===== src/rtl/tgcm_pkg.sv =====
// shared types, constants and helpers for the triangle grid cell mask block
package tgcm_pkg;

  // default grid resolution per axis
  localparam int XZ_CELLS_DEF = 16;
  localparam int Y_CELLS_DEF  = 8;

  // bit offset of the z cells inside the xz mask
  localparam int Z_MASK_OFS = 16;

  // start value of the bounding box min/max search
  localparam logic signed [15:0] BOX_INIT = 16'sh7FBC;

  // surface flag tests
  localparam logic [31:0] FLAG_ANY  = 32'h0000_1080;
  localparam logic [31:0] FLAG_NONE = 32'h0801_0000;

  // configuration register indexes
  typedef enum logic [2:0] {
    REG_GRID_MIN_X = 3'd0,
    REG_GRID_MIN_Y = 3'd1,
    REG_GRID_MIN_Z = 3'd2,
    REG_GRID_MAX_X = 3'd3,
    REG_GRID_MAX_Y = 3'd4,
    REG_GRID_MAX_Z = 3'd5
  } cfg_idx_t;

  // one triangle beat as taken from the input channel
  typedef struct packed {
    logic signed [15:0] v0_x;
    logic signed [15:0] v0_y;
    logic signed [15:0] v0_z;
    logic signed [15:0] v1_x;
    logic signed [15:0] v1_y;
    logic signed [15:0] v1_z;
    logic signed [15:0] v2_x;
    logic signed [15:0] v2_y;
    logic signed [15:0] v2_z;
    logic [31:0]        surface_flags;
  } facet_t;

  // bounding box plus the zero-mask flag
  typedef struct packed {
    logic               flagged;
    logic signed [15:0] min_x;
    logic signed [15:0] min_y;
    logic signed [15:0] min_z;
    logic signed [15:0] max_x;
    logic signed [15:0] max_y;
    logic signed [15:0] max_z;
  } box_t;

  // floor of log2, evaluated at elaboration
  function automatic int floor_log2(input int n);
    int k;
    k = 0;
    for (int j = 1; j < 31; j++) begin
      if ((n >> j) != 0) begin
        k = j;
      end
    end
    return k;
  endfunction

endpackage


===== src/rtl/triangle_grid_cell_masks.sv =====
// top level: triangle bounding box binning into uniform grid cell masks
//
//   channel | ports                         | direction
//   --------+-------------------------------+----------
//   input   | in_valid/in_ready, in_v*_*,   | in
//           | in_surface_flags              |
//   result  | out_valid/out_ready,          | out
//           | out_xz_mask, out_y_mask       |
//   config  | cfg_we, cfg_addr, cfg_wdata   | in
//
// one triangle per cycle while the result side does not stall; a result leaves
// through the input register, box register and mask register after its beat is taken
// reset clears the valid bits and the grid bounds; no clearing pass
// a stalled result holds the pipe, and in_ready follows out_ready in the
// same cycle so that no bubble is left behind a stall
module triangle_grid_cell_masks #(
  parameter int XZ_CELLS = tgcm_pkg::XZ_CELLS_DEF,
  parameter int Y_CELLS  = tgcm_pkg::Y_CELLS_DEF
) (
  input  logic               clk,
  input  logic               rst_n,
  // input channel
  input  logic               in_valid,
  output logic               in_ready,
  input  logic signed [15:0] in_v0_x,
  input  logic signed [15:0] in_v0_y,
  input  logic signed [15:0] in_v0_z,
  input  logic signed [15:0] in_v1_x,
  input  logic signed [15:0] in_v1_y,
  input  logic signed [15:0] in_v1_z,
  input  logic signed [15:0] in_v2_x,
  input  logic signed [15:0] in_v2_y,
  input  logic signed [15:0] in_v2_z,
  input  logic [31:0]        in_surface_flags,
  // result channel
  output logic               out_valid,
  input  logic               out_ready,
  output logic [31:0]        out_xz_mask,
  output logic [7:0]         out_y_mask,
  // configuration
  input  logic               cfg_we,
  input  logic [2:0]         cfg_addr,
  input  logic [15:0]        cfg_wdata
);

  // grid bounds
  logic signed [15:0] grid_min_x_r, grid_min_y_r, grid_min_z_r;
  logic signed [15:0] grid_max_x_r, grid_max_y_r, grid_max_z_r;

  // pipeline registers
  logic             s1_valid_r, s2_valid_r, out_valid_r;
  tgcm_pkg::facet_t facet_r;
  tgcm_pkg::box_t   box_r;
  tgcm_pkg::box_t   box_nxt;
  logic [31:0]      xz_mask_r, xz_mask_nxt;
  logic [7:0]       y_mask_r, y_mask_nxt;

  logic [XZ_CELLS-1:0] x_mask, z_mask;
  logic [Y_CELLS-1:0]  y_cells;

  logic out_adv, s2_free, s1_free;

  // stall chain
  assign out_adv  = !out_valid_r || out_ready;
  assign s2_free  = !s2_valid_r || out_adv;
  assign s1_free  = !s1_valid_r || s2_free;
  assign in_ready = s1_free;

  // configuration writes, unknown indexes ignored
  always_ff @(posedge clk) begin
    if (!rst_n) begin
      grid_min_x_r <= '0;
      grid_min_y_r <= '0;
      grid_min_z_r <= '0;
      grid_max_x_r <= '0;
      grid_max_y_r <= '0;
      grid_max_z_r <= '0;
    end else if (cfg_we) begin
      unique case (cfg_addr)
        tgcm_pkg::REG_GRID_MIN_X: grid_min_x_r <= $signed(cfg_wdata);
        tgcm_pkg::REG_GRID_MIN_Y: grid_min_y_r <= $signed(cfg_wdata);
        tgcm_pkg::REG_GRID_MIN_Z: grid_min_z_r <= $signed(cfg_wdata);
        tgcm_pkg::REG_GRID_MAX_X: grid_max_x_r <= $signed(cfg_wdata);
        tgcm_pkg::REG_GRID_MAX_Y: grid_max_y_r <= $signed(cfg_wdata);
        tgcm_pkg::REG_GRID_MAX_Z: grid_max_z_r <= $signed(cfg_wdata);
        default: ;
      endcase
    end
  end

  // bounding box of the registered triangle
  tgcm_box u_box (
    .facet (facet_r),
    .box   (box_nxt)
  );

  // per-axis cell masks from the registered box
  tgcm_axis #(.CELLS(XZ_CELLS)) u_axis_x (
    .origin (grid_min_x_r),
    .upper  (grid_max_x_r),
    .bmin   (box_r.min_x),
    .bmax   (box_r.max_x),
    .mask   (x_mask)
  );

  tgcm_axis #(.CELLS(Y_CELLS)) u_axis_y (
    .origin (grid_min_y_r),
    .upper  (grid_max_y_r),
    .bmin   (box_r.min_y),
    .bmax   (box_r.max_y),
    .mask   (y_cells)
  );

  tgcm_axis #(.CELLS(XZ_CELLS)) u_axis_z (
    .origin (grid_min_z_r),
    .upper  (grid_max_z_r),
    .bmin   (box_r.min_z),
    .bmax   (box_r.max_z),
    .mask   (z_mask)
  );

  // pack masks, zero for flagged surfaces
  always_comb begin
    if (box_r.flagged) begin
      xz_mask_nxt = '0;
      y_mask_nxt  = '0;
    end else begin
      xz_mask_nxt = {16'(z_mask), 16'(x_mask)};
      y_mask_nxt  = 8'(y_cells);
    end
  end

  // valid bits
  always_ff @(posedge clk) begin
    if (!rst_n) begin
      s1_valid_r  <= 1'b0;
      s2_valid_r  <= 1'b0;
      out_valid_r <= 1'b0;
    end else begin
      if (s1_free) s1_valid_r <= in_valid;
      if (s2_free) s2_valid_r <= s1_valid_r;
      if (out_adv) out_valid_r <= s2_valid_r;
    end
  end

  // payload registers
  always_ff @(posedge clk) begin
    if (s1_free && in_valid) begin
      facet_r <= '{v0_x: in_v0_x, v0_y: in_v0_y, v0_z: in_v0_z,
                   v1_x: in_v1_x, v1_y: in_v1_y, v1_z: in_v1_z,
                   v2_x: in_v2_x, v2_y: in_v2_y, v2_z: in_v2_z,
                   surface_flags: in_surface_flags};
    end
    if (s2_free && s1_valid_r) begin
      box_r <= box_nxt;
    end
    if (out_adv && s2_valid_r) begin
      xz_mask_r <= xz_mask_nxt;
      y_mask_r  <= y_mask_nxt;
    end
  end

  assign out_valid   = out_valid_r;
  assign out_xz_mask = xz_mask_r;
  assign out_y_mask  = y_mask_r;

endmodule


===== src/rtl/tgcm_box.sv =====
// bounding box and surface flag test for one registered triangle
module tgcm_box (
  input  tgcm_pkg::facet_t facet,
  output tgcm_pkg::box_t   box
);

  function automatic logic signed [15:0] min3(
    input logic signed [15:0] a,
    input logic signed [15:0] b,
    input logic signed [15:0] c
  );
    logic signed [15:0] m;
    m = tgcm_pkg::BOX_INIT;
    if (a < m) m = a;
    if (b < m) m = b;
    if (c < m) m = c;
    return m;
  endfunction

  function automatic logic signed [15:0] max3(
    input logic signed [15:0] a,
    input logic signed [15:0] b,
    input logic signed [15:0] c
  );
    logic signed [15:0] m;
    m = -tgcm_pkg::BOX_INIT;
    if (m < a) m = a;
    if (m < b) m = b;
    if (m < c) m = c;
    return m;
  endfunction

  // surface is skipped when any trigger bit is set and no override bit is
  always_comb begin
    box.flagged = ((facet.surface_flags & tgcm_pkg::FLAG_ANY) != 32'd0) &&
                  ((facet.surface_flags & tgcm_pkg::FLAG_NONE) == 32'd0);
    box.min_x = min3(facet.v0_x, facet.v1_x, facet.v2_x);
    box.min_y = min3(facet.v0_y, facet.v1_y, facet.v2_y);
    box.min_z = min3(facet.v0_z, facet.v1_z, facet.v2_z);
    box.max_x = max3(facet.v0_x, facet.v1_x, facet.v2_x);
    box.max_y = max3(facet.v0_y, facet.v1_y, facet.v2_y);
    box.max_z = max3(facet.v0_z, facet.v1_z, facet.v2_z);
  end

endmodule


===== src/rtl/tgcm_axis.sv =====
// cell overlap mask along one grid axis
module tgcm_axis #(
  parameter int CELLS = tgcm_pkg::XZ_CELLS_DEF
) (
  input  logic signed [15:0] origin,
  input  logic signed [15:0] upper,
  input  logic signed [15:0] bmin,
  input  logic signed [15:0] bmax,
  output logic [CELLS-1:0]   mask
);

  localparam int K = tgcm_pkg::floor_log2(CELLS);

  logic signed [16:0] span;
  logic signed [16:0] span_sh;
  logic [15:0]        step;
  logic signed [15:0] cell_edge [CELLS+1];

  // cell width: floor-shifted span plus one, wrapped to 16 bits
  assign span    = {upper[15], upper} - {origin[15], origin};
  assign span_sh = span >>> K;
  assign step    = span_sh[15:0] + 16'd1;

  // cell edges as constant multiples of the width, wrapping
  for (genvar g = 0; g <= CELLS; g++) begin : g_edge
    assign cell_edge[g] = $signed(origin + 16'(step * 16'(g)));
  end

  // overlap test per cell
  for (genvar g = 0; g < CELLS; g++) begin : g_cell
    assign mask[g] = (cell_edge[g+1] >= bmin) && (bmax >= cell_edge[g]);
  end

endmodule


===== config.mk =====
export PLATFORM = sky130hd
export DESIGN_NAME = triangle_grid_cell_masks
export DESIGN_NICKNAME = d
export VERILOG_FILES = /design/src/rtl/tgcm_pkg.sv /design/src/rtl/triangle_grid_cell_masks.sv /design/src/rtl/tgcm_box.sv /design/src/rtl/tgcm_axis.sv
export SDC_FILE = /design/constraint.sdc
export NUM_CORES = 2
export LEC_CHECK = 0
export BUFFER_PORTS_ARGS = -buffer_cell sky130_fd_sc_hd__buf_2
export CORE_ASPECT_RATIO = 0.8
export CORE_MARGIN = 1
export CORE_UTILIZATION = 30
export DETAILED_ROUTE_END_ITERATION = 10
export PLACE_DENSITY_LB_ADDON = 0.08
export RECOVER_POWER = 25
export SYNTH_ARGS = -nofsm -noshare
export SYNTH_HDL_FRONTEND = slang
export SYNTH_SLANG_ARGS = --single-unit

===== constraint.sdc =====
create_clock -name clk -period 12.64 [get_ports clk]
set_clock_uncertainty 0.15 [all_clocks]
set_input_delay 0.632 -clock clk [delete_from_list [all_inputs] [get_ports clk]]
set_output_delay 0.632 -clock clk [all_outputs]
set_load 0.02 [all_outputs]

# After elaboration in Yosys (flattened, before gate mapping)
# Cells that the tools add are included.
[op_classes]
n_addsub = 46
n_mul = 26
magnitude_cmp = 98
n_eq_ne = 5
muxes = 18
n_reduce_logical = 59
[ops]
columns = ["op", "count"]
rows = [
  ["greater-or-equal comparator 16 bit", 80],
  ["adder 16 bit", 40],
  ["2-to-1 mux 16 bit", 18],
  ["less-than comparator 16 bit", 12],
  ["multiplier 16 x 4 -> 16 bit (second input constant)", 8],
  ["multiplier 16 x 3 -> 16 bit (second input constant)", 6],
  ["multiplier 16 x 3 -> 15 bit (second input constant)", 4],
  ["subtractor 16 x 16 -> 17 bit", 3],
  ["less-than comparator 16 bit (first input constant)", 3],
  ["less-than comparator 16 bit (second input constant)", 3],
  ["multiplier 16 x 2 -> 15 bit (second input constant)", 3],
  ["multiplier 16 x 2 -> 16 bit (second input constant)", 3],
  ["logical AND 1 bit", 44],
  ["logical NOT 32 bit", 1],
  ["multiplier 16 x 2 -> 14 bit (second input constant)", 2],
  ["nonzero test 32 bit", 1],
  ["adder 13 x 2 -> 14 bit (second input constant)", 2],
  ["adder 14 x 2 -> 15 bit (second input constant)", 1],
  ["AND reduction 2 bit", 6],
  ["equality test 3 x 2 -> 1 bit (second input constant)", 2],
  ["equality test 3 bit (second input constant)", 2],
  ["equality test 3 x 1 -> 1 bit (second input constant)", 1],
  ["logical NOT 1 bit", 3],
  ["logical NOT 3 bit", 1],
  ["logical OR 1 bit", 3],
]
[totals]
ff_bits = 408
inputBits = 200
wordCells = 280

# Depth between registers and ports, before layout
[logic_depth]
word_depth = 6
ltp_mapped = 39
mapped_depth_nobuf = 39

# Modules after synthesis
# Synthesis repeated with hierarchy kept, for this count alone.
[unflattened]
hier_cells = 9995
hier_area_um2 = 86275.2
[modules_own_cells]
columns = ["module", "n_inst", "cells_each", "area_each_um2", "seq_area_each_um2"]
rows = [
  ["tgcm_axis at u_axis_x", 1, 3324, 26307.7, 0.0],
  ["tgcm_axis at u_axis_z", 1, 3214, 25742.2, 0.0],
  ["tgcm_axis at u_axis_y", 1, 1751, 13554.2, 0.0],
  ["triangle_grid_cell_masks", 1, 705, 13290.2, 11380.9],
  ["tgcm_box", 1, 1001, 7380.8, 0.0],
]

# Worst setup path before layout
# OpenSTA, ideal clock, no wires.
[synth_path]
kind = "reg2reg"
from = "register grid_min_x_r[5]"
to = "register xz_mask_r[14], in the netlist out_xz_mask[14] (data pin)"
setup_time_ns = 0.272
arrival_time_ns = 8.954
required_time_ns = 12.218
setup_slack_ns = 3.264
path_stages_with_launch = 36
cell_sequence = "dfxtp_1 inv_1 ha_1 buf_2 and3_1 a221o_1 xor2_1 nand2_1 nor2_1 o21ba_2 a221oi_1 xnor2_1 inv_1 fa_1 inv_1 ha_1 inv_1 xnor2_1 fa_1 inv_1 ha_1 a21oi_1 o21bai_1 a21o_1 a41o_1 o41ai_1 o21bai_1 a21o_1 xor2_1 ha_1 nand4_1 o21ai_0 nor3_1 a31oi_1 and2_1 a211oi_1"
[synth_via]
elab_chain_cells = 6
word_cells_on_any_way = 9
cone_classes = "add/sub (4); mul (2); order compare (2); reduce/logical (1)"
[synth_rtl]
columns = ["element", "line_no", "rtl"]
rows = [
  ["start, declared", "triangle_grid_cell_masks.sv:47", "logic signed [15:0] grid_min_x_r, grid_min_y_r, grid_min_z_r;"],
  ["start signal, assigned", "triangle_grid_cell_masks.sv:80", "tgcm_pkg::REG_GRID_MIN_X: grid_min_x_r <= $signed(cfg_wdata);"],
  ["subtractor 16 x 16 -> 17 bit", "tgcm_axis.sv:20", "assign span = {upper[15], upper} - {origin[15], origin};"],
  ["adder 13 x 2 -> 14 bit", "tgcm_axis.sv:22", "assign step = span_sh[15:0] + 16'd1;"],
  ["multiplier 16 x 4 -> 16 bit or multiplier 16 x 3 -> 15 bit (tied branches)", "tgcm_axis.sv:26", "assign cell_edge[g] = $signed(origin + 16'(step * 16'(g)));"],
  ["adder 16 bit", "tgcm_axis.sv:26", ""],
  ["greater-or-equal comparator 16 bit", "tgcm_axis.sv:31", "assign mask[g] = (cell_edge[g+1] >= bmin) && (bmax >= cell_edge[g]);"],
  ["logical AND 1 bit *", "tgcm_axis.sv:31", ""],
  ["end signal, assigned", "triangle_grid_cell_masks.sv:158", "xz_mask_r <= xz_mask_nxt;"],
  ["end, declared", "triangle_grid_cell_masks.sv:55", "logic [31:0] xz_mask_r, xz_mask_nxt;"],
]
# Mark *: on every way between the ends. The rest lies on a longest branch, timed or not.
# A chain may end at the register's enable or synchronous reset.

# Worst setup path after layout
[layout_path]
from = "register grid_min_x_r[2]"
to = "register xz_mask_r[7], in the netlist out_xz_mask[7] (data pin)"
[layout_via]
elab_chain_cells = 6
word_cells_on_any_way = 8
cone_classes = "add/sub (4); mul (1); order compare (2); reduce/logical (1)"
[layout_rtl]
columns = ["element", "line_no"]
rows = [
  ["subtractor 16 x 16 -> 17 bit", "tgcm_axis.sv:20"],
  ["adder 13 x 2 -> 14 bit", "tgcm_axis.sv:22"],
  ["multiplier 16 x 3 -> 16 bit", "tgcm_axis.sv:26"],
  ["adder 16 bit", "tgcm_axis.sv:26"],
  ["greater-or-equal comparator 16 bit", "tgcm_axis.sv:31"],
  ["logical AND 1 bit *", "tgcm_axis.sv:31"],
]
# Marked as above.

==> results by group <==
Global routing
  – Most crowded layer after global routing: met1
  – Largest net degree at the start of global routing: just under 90
  – Met1 usage: 0.3908
  – Vias in the first global route: 71.07k
  – Met2 Use GR: 0.3630
  – Initial antenna violation count: 43
  – First-pass GRT wire length: between 500000 and 600000 um
  – Total GRT Usage: 0.2511
  – Total grt overflow: 0
  – Met3 usage: 0.03409

Synthesis
  – Most instantiated cells after synthesis: ha_1, inv_1, a21oi_1
  – Post-synth EDFFs: 285
  – Top_reg_cell synth: edfxtp_1
  – Synth Warn #: 0
  – Post-synth top area share: 0.3042
  – Seq/Total Area, Yosys: 0.1258
  – Syn_nets: around 12k
  – Share of synthesized registers carrying an async set or reset: 0
  – Yosys reg bits: 384
  – Syn_area_per_cell: ~8.5 sq um
  – Post-synthesis cell count: between 9k and 10k
  – Most common cell in the netlist: ha_1
  – Synth area leaders: ha_1, edfxtp_1, fa_1, inv_1, xnor2_1
  – Yosys cell types: roughly 110
  – Largest area contributor in the netlist: ha_1
  – Syn Std Cell Area: between 80000 and 90000 sq um

Timing
  – Final count of hold timing violations: 0
  – Crit share post-route: 0.8477
  – Slew Viols, Final: 17
  – Final setup fails: 0
  – Fmax: a little over 0.09 GHz
  – Worst-Margin Slew: ~1800 ps
  – RSZ-0062 raised after global routing: no
  – Hold WS: between 90 and 100 ps
  – PnR worst setup slack: 1925 ps
  – Final setup TNS: 0 ps
  – Slew Limit Headroom: -0.1779
  – Final Critical Period: 10720 ps

Critical path
  – CP Data Required Time: 13020 ps
  – Startpoint class of the critical path: flip-flop
  – RR Endpoint: out_xz_mask[7]
  – Crit-path max FO: 10
  – Slowest cell on crit path: o31ai_1
  – CP endpoint kind: flip-flop
  – Worst EP arrival: between 10000 and 15000 ps
  – Worst path max stage delay: 860 ps
  – Worst path most repeated cell: ha_1
  – CP delay by family, top: compound AO/OA/AOI/OAI gates
  – Worst reg-to-reg path cell count: 28
  – Critical Path Start: grid_min_x_r[2]
  – Worst R2R Start: grid_min_x_r[2]
  – Crit Path Category: flip-flop to flip-flop
  – WP buf/inv: 3
  – WP depth: 28
  – R2R setup slack: between 1500 and 2000 ps
  – CP Capture Point: out_xz_mask[7]

Clocking
  – Worst-path clk slew: ~80 ps
  – Clock latency at the later pin of the worst-skew pair: 740 ps
  – TritonCTS clock tree: yes
  – Clk buf depth: 3
  – H-tree levels: 2
  – CTS Buf Count: 52
  – Total clock sinks: ~380
  – Root Driver: clkbuf_16

Floorplanning
  – Core Rows: between 150 and 200
  – Die outline width: between 500 and 600 um
  – Initial core utilization: 0.3018
  – Die ar.: about 280000 sq um
  – Top Ports: between 200 and 250
  – Placeable Area: between 200000 and 300000 sq um
  – Die H: 474.8 um

Drt
  – Vias: around 74k
  – Drt wl/cell: between 20 and 30 um
  – Initial drt markers: 5845
  – Drt pass-1 iters: 5
  – Number of routed nets with antenna violations: 0
  – Via density: ~5.2
  – Total Wirelength: 358600 um
  – Drt drc: 0

Placed design
  – Detailed Place HPWL: between 200000 and 300000 um
  – Setup Slack @ Placement: around 2200 ps
  – Gpl congestion: 0.9448
  – Number of port buffers: ~210

Cells and area
  – Final #Nets: about 13k
  – Area delta synth->final: 12.05%
  – Layout cell share with drive strength beyond 1: 0.06403

Run status
  – Failing checks: capacitance limit, slew limit
  – Run status: finished, violations left

Hold path
  – Worst hold path type: input port to flip-flop

Flow run
  – Max-cap viol count: 1
[what timing repair did]
item	in CTS	in global routing
endpoints found under the hold margin	148	0
hold buffers	148	0
resized for setup	0	0
setup buffers	0	0
[cell families after synthesis]
family | synth area share
AO/OA/AOI/OAI | 0.1870
adder cells (fa/ha/maj) | 0.3851
AND/OR/NAND/NOR | 0.1305
buffers and inverters | 0.07176
XOR/XNOR | 0.08374
flip-flops | 0.1258
multiplexers | 0.01617
[worst min path at each step]
| stage | start | to | slack, ps | depth (start not counted) |
|---|---|---|---|---|
| finish | rst_n | grid_min_z_r[14] | 100 | 2 |
| global route | rst_n | grid_min_z_r[14] | 80 | 2 |
| CTS | rst_n | grid_min_z_r[14] | 30 | 2 |
| floorplan | grid_max_x_r[0] | grid_max_x_r[0] | 290 | 2 |
| detailed placement | grid_max_z_r[0] | grid_max_z_r[0] | 320 | 2 |
| global placement | grid_max_x_r[8] | grid_max_x_r[8] | 310 | 2 |
[per-layer routing]
layer | wire length [um] | vias up
li1 | - | 35780
met5 | 87 | -
met4 | 6316 | 14
met3 | 21870 | 260
met2 | 143100 | 1930
met1 | 187300 | 35680
[per-stage QoR]
step,cells,instance area [sq um],utilization
floorplan,9878,83810,-
global placement,13850,90700,0.3266
detailed placement,13850,90700,0.3266
CTS,14090,93920,0.3382
global route,14100,93900,0.3381
finish,14100,93920,0.3382
[cell type report]
cell class	count	area (sq um)
flip-flops and latches	384	10540
fillers	28780	183800
clock inverters	31	330.3
well taps	3675	4598
diodes	10	25.02
repair buffers	554	3995
clock buffers	65	1413
multi-input cells	7901	67450
inverters	1482	5563
[sequential cells by signal, summed over array words and instances, names as in the netlist, 8 cells and up]
name / count
out_xz_mask: 32
grid_max_x_r: 16
grid_min_z_r: 16
grid_max_z_r: 16
grid_min_x_r: 16
grid_max_y_r: 16
facet_r: 148
box_r: 97
out_y_mask: 8
grid_min_y_r: 16
[cells in the final DEF (no fill, tap or decap), types with 19 or more instances in the layout]
master / netlist / layout
a211oi_1: 47 / 47
a21boi_0: 137 / 136
a21o_1: 541 / 541
a21oi_1: 666 / 666
a31oi_1: 52 / 50
a41oi_1: 19 / 19
and2_1: 39 / 38
buf_2: 10 / 188
buf_4: 4 / 192
clkbuf_1: 90 / 29
clkbuf_16: 0 / 53
dfxtp_1: 99 / 98
dlygate4sd3_1: 0 / 148
edfxtp_1: 285 / 285
fa_1: 338 / 338
ha_1: 2038 / 2038
inv_1: 1475 / 1466
mux2_2: 57 / 57
mux2i_1: 69 / 68
nand2_1: 527 / 527
nand2b_1: 155 / 155
nand3_1: 129 / 129
nand4_1: 230 / 230
nor2_1: 521 / 520
nor2b_1: 229 / 228
nor3_1: 163 / 163
nor4_1: 28 / 28
o211ai_1: 25 / 25
o21a_1: 80 / 80
o21ai_0: 446 / 443
o21bai_1: 135 / 135
o31ai_1: 22 / 22
o41ai_1: 44 / 44
or2_2: 52 / 52
or3_1: 47 / 47
xnor2_1: 501 / 490
xor2_1: 280 / 276
Power is not shown: default switching activity piles up to over one toggle a cycle in this logic, so the estimate is an artifact.
